===== src/wto_pkg.sv =====
// ----------------------------------------------------------------------------
// Wavetable oscillator package
// Shared types, codes and constants of the wavetable oscillator.
// ----------------------------------------------------------------------------
package wto_pkg;

   // Table geometry. The table depth is a power of two.
   localparam int TABLE_DEPTH = 2048;
   localparam int TABLE_COUNT = 6;
   localparam int IDX_W       = $clog2(TABLE_DEPTH);
   localparam int SEL_W       = 3;
   localparam int MEM_DEPTH   = TABLE_COUNT * TABLE_DEPTH;
   localparam int ADDR_W      = $clog2(MEM_DEPTH);

   // Item field widths.
   localparam int OPCODE_W  = 3;
   localparam int LEVEL_W   = 17;
   localparam int STEP_W    = 24;
   localparam int TADDR_W   = 11;
   localparam int SAMPLE_W  = 16;
   localparam int PHASE_W   = 32;
   localparam int FRAC_W    = 8;
   localparam int AMP_W     = 7;

   // Shared multiplier.
   localparam int MUL_W  = 25;
   localparam int PROD_W = 2 * MUL_W;

   // Scaling constants. The division by 127 * 65536 is a shift by 16 followed
   // by a multiplication with a reciprocal of 127 that is exact below 2^22.
   localparam int LEVEL_FRAC_W = 16;
   localparam int RECIP_SHIFT  = 29;
   localparam logic [MUL_W-1:0] RECIP_127 = 25'd4227331;
   localparam logic [22:0] CLAMP_LIMIT = 23'd4161536;
   localparam logic [SAMPLE_W-1:0] SAMPLE_MAX = 16'd32767;
   localparam logic [LEVEL_W-1:0] SILENT_LEVEL = 17'd65;

   // Configuration port.
   localparam int CSR_IDX_W  = 1;
   localparam int CSR_DATA_W = 7;
   localparam logic [CSR_IDX_W-1:0] CSR_AMPLITUDE   = 1'd0;
   localparam logic [CSR_IDX_W-1:0] CSR_WAVE_SELECT = 1'd1;
   localparam logic [AMP_W-1:0] AMP_RESET = 7'd127;

   typedef enum logic [OPCODE_W-1:0] {
      OP_TICK        = 3'd0,
      OP_NOTE_ON     = 3'd1,
      OP_NOTE_OFF    = 3'd2,
      OP_RESET       = 3'd3,
      OP_TABLE_WRITE = 3'd4
   } opcode_type;

   typedef enum logic [2:0] {
      ST_IDLE,
      ST_RD1,
      ST_MUL_INTERP,
      ST_INTERP,
      ST_MUL_AMP,
      ST_MUL_ENV,
      ST_MUL_DIV,
      ST_OUT
   } state_type;

   typedef struct packed {
      logic [OPCODE_W-1:0]        opcode;
      logic [LEVEL_W-1:0]         env_level;
      logic                       env_off;
      logic [STEP_W-1:0]          phase_step;
      logic [SEL_W-1:0]           table_select;
      logic [TADDR_W-1:0]         table_addr;
      logic signed [SAMPLE_W-1:0] table_value;
   } req_item_type;

   typedef struct packed {
      logic signed [SAMPLE_W-1:0] sample_out;
   } rsp_item_type;

   typedef struct packed {
      logic                    en;
      logic signed [MUL_W-1:0] a;
      logic signed [MUL_W-1:0] b;
   } mul_op_type;

endpackage


===== src/wto_mul_unit.sv =====
// ----------------------------------------------------------------------------
// Shared multiplier
// Signed multiplier with a registered product, used for interpolation,
// amplitude, envelope and reciprocal scaling in turn.
// ----------------------------------------------------------------------------
module wto_mul_unit (
   input  logic                              clock,
   input  wto_pkg::mul_op_type               mul_op,
   output logic signed [wto_pkg::PROD_W-1:0] prod
);
   import wto_pkg::*;

   logic signed [PROD_W-1:0] prod_ff;
   logic signed [PROD_W-1:0] prod_in;

   always_comb begin
      prod_in = prod_ff;
      if (mul_op.en) begin
         prod_in = mul_op.a * mul_op.b;
      end
   end

   always_ff @(posedge clock) begin
      prod_ff <= prod_in;
   end

   assign prod = prod_ff;

endmodule


===== config.mk =====
export PLATFORM = sky130hd
export DESIGN_NAME = wto_mul_unit
export DESIGN_NICKNAME = d
export VERILOG_FILES = /design/src/wto_pkg.sv /design/src/wto_mul_unit.sv
export SDC_FILE = /design/constraint.sdc
export NUM_CORES = 2
export LEC_CHECK = 0
export BUFFER_PORTS_ARGS = -buffer_cell sky130_fd_sc_hd__buf_2
export CORE_ASPECT_RATIO = 1.25
export CORE_UTILIZATION = 25
export CTS_BUF_LIST = sky130_fd_sc_hd__clkbuf_16
export CTS_CLUSTER_SIZE = 24
export DETAILED_ROUTE_END_ITERATION = 8
export GPL_ROUTABILITY_DRIVEN = 0
export REMOVE_ABC_BUFFERS = 1
export SETUP_SLACK_MARGIN = 0.4
export SLEW_MARGIN = 20
export SYNTH_ARGS = -nofsm -noshare
export SYNTH_HDL_FRONTEND = slang
export SYNTH_SLANG_ARGS = --single-unit
export TNS_END_PERCENT = 20

===== constraint.sdc =====
create_clock -name clock -period 7.61 [get_ports clock]
set_input_delay 0.761 -clock clock [delete_from_list [all_inputs] [get_ports clock]]
set_output_delay 0.761 -clock clock [all_outputs]
set_load 0.01 [all_outputs]

Yosys cells after proc, flatten, opt, wreduce, memory -nomap -nowiden
Cells that the tools add are included.
- input port bits: 52
- bits in registers: 50
- output and inout bits: 50
- multipliers: 1
- operators by type and width (operator ; number):
    $mul 25x25->50 ; 1

Logic depth before layout (Yosys ltp)
- depth in word-level cells: 1
- gate-level depth with buffers: 26
- depth with buffers taken out: 25

Least setup slack after synthesis
OpenSTA, ideal clock, no wires.
- path kind: in2reg
- from: input mul_op[49] in the netlist's numbering
- to: register prod_ff[47] (netlist: prod[47]), data pin
- arrival: 7259 ps
- setup slack: 91 ps
- path buffers: 2
- stages: 24
- setup time: 260 ps
- data required time: 7350 ps
- cell sequence: clkbuf_1 nand2_1 inv_1 fa_1 inv_1 fa_1 inv_1 fa_1 fa_1 fa_1 fa_1 inv_1 fa_1 inv_1 ha_1 clkbuf_1 a21o_1 a21o_1 a21oi_1 o21bai_1 a2bb2oi_1 o41ai_2 o41a_1 xor2_1
- cells in the longest elaborated chain, start to end: 1
- RTL lines (what ; RTL line ; text):
    start, declared ; wto_mul_unit.sv:8 ; input wto_pkg::mul_op_type mul_op,
    $mul 25x25->50 ; wto_mul_unit.sv:19 ; prod_in = mul_op.a * mul_op.b;
    end signal, assigned ; wto_mul_unit.sv:24 ; prod_ff <= prod_in;
    end, declared ; wto_mul_unit.sv:13 ; logic signed [PROD_W-1:0] prod_ff;
No other way between the ends.
A chain may end at the register's enable or synchronous reset.

Final worst setup path
- from: input mul_op[37] in the netlist's numbering
- to: register prod_ff[49] (netlist: prod[49]), data pin
The elaborated chain is that of the path after synthesis.

==> reports/metrics.cfg <==
[sta]
rsz0062_at_grt = true
period_needed_ns = 7.06
period_share = 0.928
fmax_mhz = 142
worst_slew_pin_slew_ns = 0.719
slew_headroom = 0.520
final-setup-viol-count = 0
finalWorstSetupSlack_ns = 0.548
hold_viol = 0
slew_viol_final = 0
fin_setup_tns_ns = 0

[floorplan]
floorplan.core_area_mm2 = 0.0974
io_pins = 102
die_h_um = 352
die_w_um = 282
start_util = 0.252
rows = 128
die_area_mm2 = 0.0994

[route]
drt_iter0_drc = 869
wirelength_mm = 62.5
drc = 0
postRouteAntennaNets = 0
vias = 17000
viasPerCell = 4.28
dr.pass1.iters = 5
wl_per_cell_um = 15.7

[synthesis]
ys_warn_count = 0
synthFlopType = edfxtp_1
async_reset_ff_frac = 0
synth_seq_area_share = 0.0612
syn_inst = 2562
synth_edf_count = 50
synthDistinctLibCells = 48
syn_avg_cell_area_um2 = 9.57
ys_ff_latch = 50
syn_area_mm2 = 0.0245

[setup_path]
cp-startpoint = mul_op[37]
worstPathRequired_ns = 7.67
startpoint_type = input pin
endpoint_kind = register
arrival_ns = 7.12
crit_type = input pin to register
cp_max_fo = 8

[worst_hold_path]
min_path_type = input pin to register
worstHoldStart = mul_op[0]

[clock_tree]
clkSinkCount = 50
clock_path_buffers = 2
clk_root_buffer_cell = clkbuf_16
h-tree-depth = 2
cts_hold_buf = 0
clkTransAtPathRegs_ns = 0.08
numCtsBuffers = 5
cts_tree = built

[grt]
grt_pass1_wl_mm = 100
grt_overflow = 0
antenna_found_initial = 3
grt_max_degree = 51
grt_pass1_vias = 18800
grt_usage = 0.130

[final_layout]
drive_above_1_share = 0.0902
fillers = 10500
largest_reg_flops = 50
fin_cells = 3973
syn_to_final_growth_pct = 12.0
final_net_count = 3522

[placement]
post-place-ws_ns = 0.0491
dp_hpwl_mm = 55.5
dp.cells = 3962
place.port_buffers = 101

[status]
outcome = complete, no violations

[flow_run]
cap_violations = 0

## synth_stat cells, drive strengths merged (2+ instances only)
library cell | instances | area [um2]
inv | 699 | 2620
fa | 658 | 13200
and2 | 320 | 2000
nand2 | 308 | 1160
ha | 141 | 1760
clkbuf | 104 | 390
edfxtp | 50 | 1500
a21oi | 44 | 224
xnor2 | 39 | 342
nor2 | 30 | 113
o21ai | 26 | 130
a21o | 22 | 165
nor2b | 21 | 131
xor2 | 19 | 166
nand2b | 11 | 68.8
nand4 | 8 | 50.1
o21bai | 7 | 52.6
nand3 | 6 | 30.0
nor3 | 6 | 30.0
o21a | 5 | 37.5
o41ai | 5 | 58.8
a211o | 3 | 26.3
a211oi | 3 | 22.5
a21boi | 3 | 26.3
a31oi | 2 | 12.5
a41oi | 2 | 17.5
and3 | 2 | 12.5
o211ai | 2 | 20.0
or3 | 2 | 12.5
## cell families after synthesis
group                    count (synthesis)  share of synthesized area
AND/OR/NAND/NOR                        714                      0.147
AO/OA/AOI/OAI                          137                     0.0386
multiplexers                             1                   0.000459
buffers and inverters                  803                      0.123
flip-flops                              50                     0.0612
XOR/XNOR                                58                     0.0207
adder cells (fa/ha/maj)                799                      0.609
## placed cells by master, fill, tap and decap left out, types with 3 or more instances in the layout
cell / count
a21oi_1: 40
xnor2_1: 39
nor2_1: 30
buf_2: 74
nand2_1: 308
nor3_1: 6
clkbuf_16: 5
a211oi_1: 3
a21oi_2: 3
edfxtp_1: 50
o21ai_1: 6
a21o_1: 22
nand3_1: 6
o21bai_1: 6
fa_1: 656
and2_1: 319
ha_1: 138
inv_1: 698
a211o_1: 3
buf_4: 104
nand2b_1: 11
o21ai_0: 17
clkbuf_4: 21
xor2_1: 19
buf_12: 5
nand4_1: 8
nor2b_1: 21
o21a_1: 5
o21ai_2: 3
## worst max-delay path, stage by stage
cell and delay, ns:
clkbuf_4 0.20, buf_12 0.17, and2_1 0.17, fa_1 0.51
fa_1 0.52, inv_1 0.05, fa_1 0.48, fa_1 0.53
inv_1 0.06, fa_1 0.50, fa_1 0.50, inv_1 0.05
fa_1 0.47, inv_1 0.04, ha_1 0.38, nand4_1 0.14
nor2_1 0.20, a22o_1 0.18, a41o_1 0.18, a21oi_1 0.10
buf_4 0.17, o41ai_4 0.44, o221ai_2 0.17, xnor2_1 0.14
## routing by layer
| layer | vias up | GRT usage | part of all wire |
|---|---|---|---|
| li1 | 7529 | - | - |
| met1 | 9001 | 0.157 | 0.39 |
| met2 | 383 | 0.239 | 0.54 |
| met3 | 84 | 0.0179 | 0.047 |
| met4 | 2 | 0.0311 | 0.027 |
| met5 | - | 0 | 0.00014 |
## layout make-up
type / instances / area, um2 / area share
diodes: 1 / 2.50 / 0.0000911
clock buffers: 5 / 125 / 0.00456
clock inverters: 3 / 28.8 / 0.00105
inverters: 699 / 2620 / 0.0955
multi-input cells: 1709 / 20100 / 0.733
flip-flops and latches: 50 / 1500 / 0.0547
well taps: 1300 / 1630 / 0.0592
repair buffers: 206 / 1430 / 0.0521
## through the flow
step / hold slack [ns] / instance area, um2 / utilization
detailed placement: 1.17 / 27100 / 0.278
floorplan: 0.873 / 24100 / -
global placement: 1.17 / 27100 / 0.278
global route: 1.07 / 27500 / 0.282
finish: 1.06 / 27500 / 0.282
CTS: 1.05 / 27300 / 0.280
## path summary, 6_finish.rpt
| path | to | slack [ns] | depth (start not counted) |
|---|---|---|---|
| worst max-delay path | prod[49] | 0.55 | 24 |
| worst min-delay path | prod[0] | 1.06 | 2 |
## timing repair
item | 4_1_cts | 5_1_grt
pin swaps | 0 | 9
buffers inserted | 0 | 2
gates resized for setup | 4 | 52
setup endpoints to repair | 1 | 10
gates cloned | 0 | 0
Power is left out: the tool's default activity adds up to more than one toggle a clock period on the data nets, which glitch-free logic cannot reach.
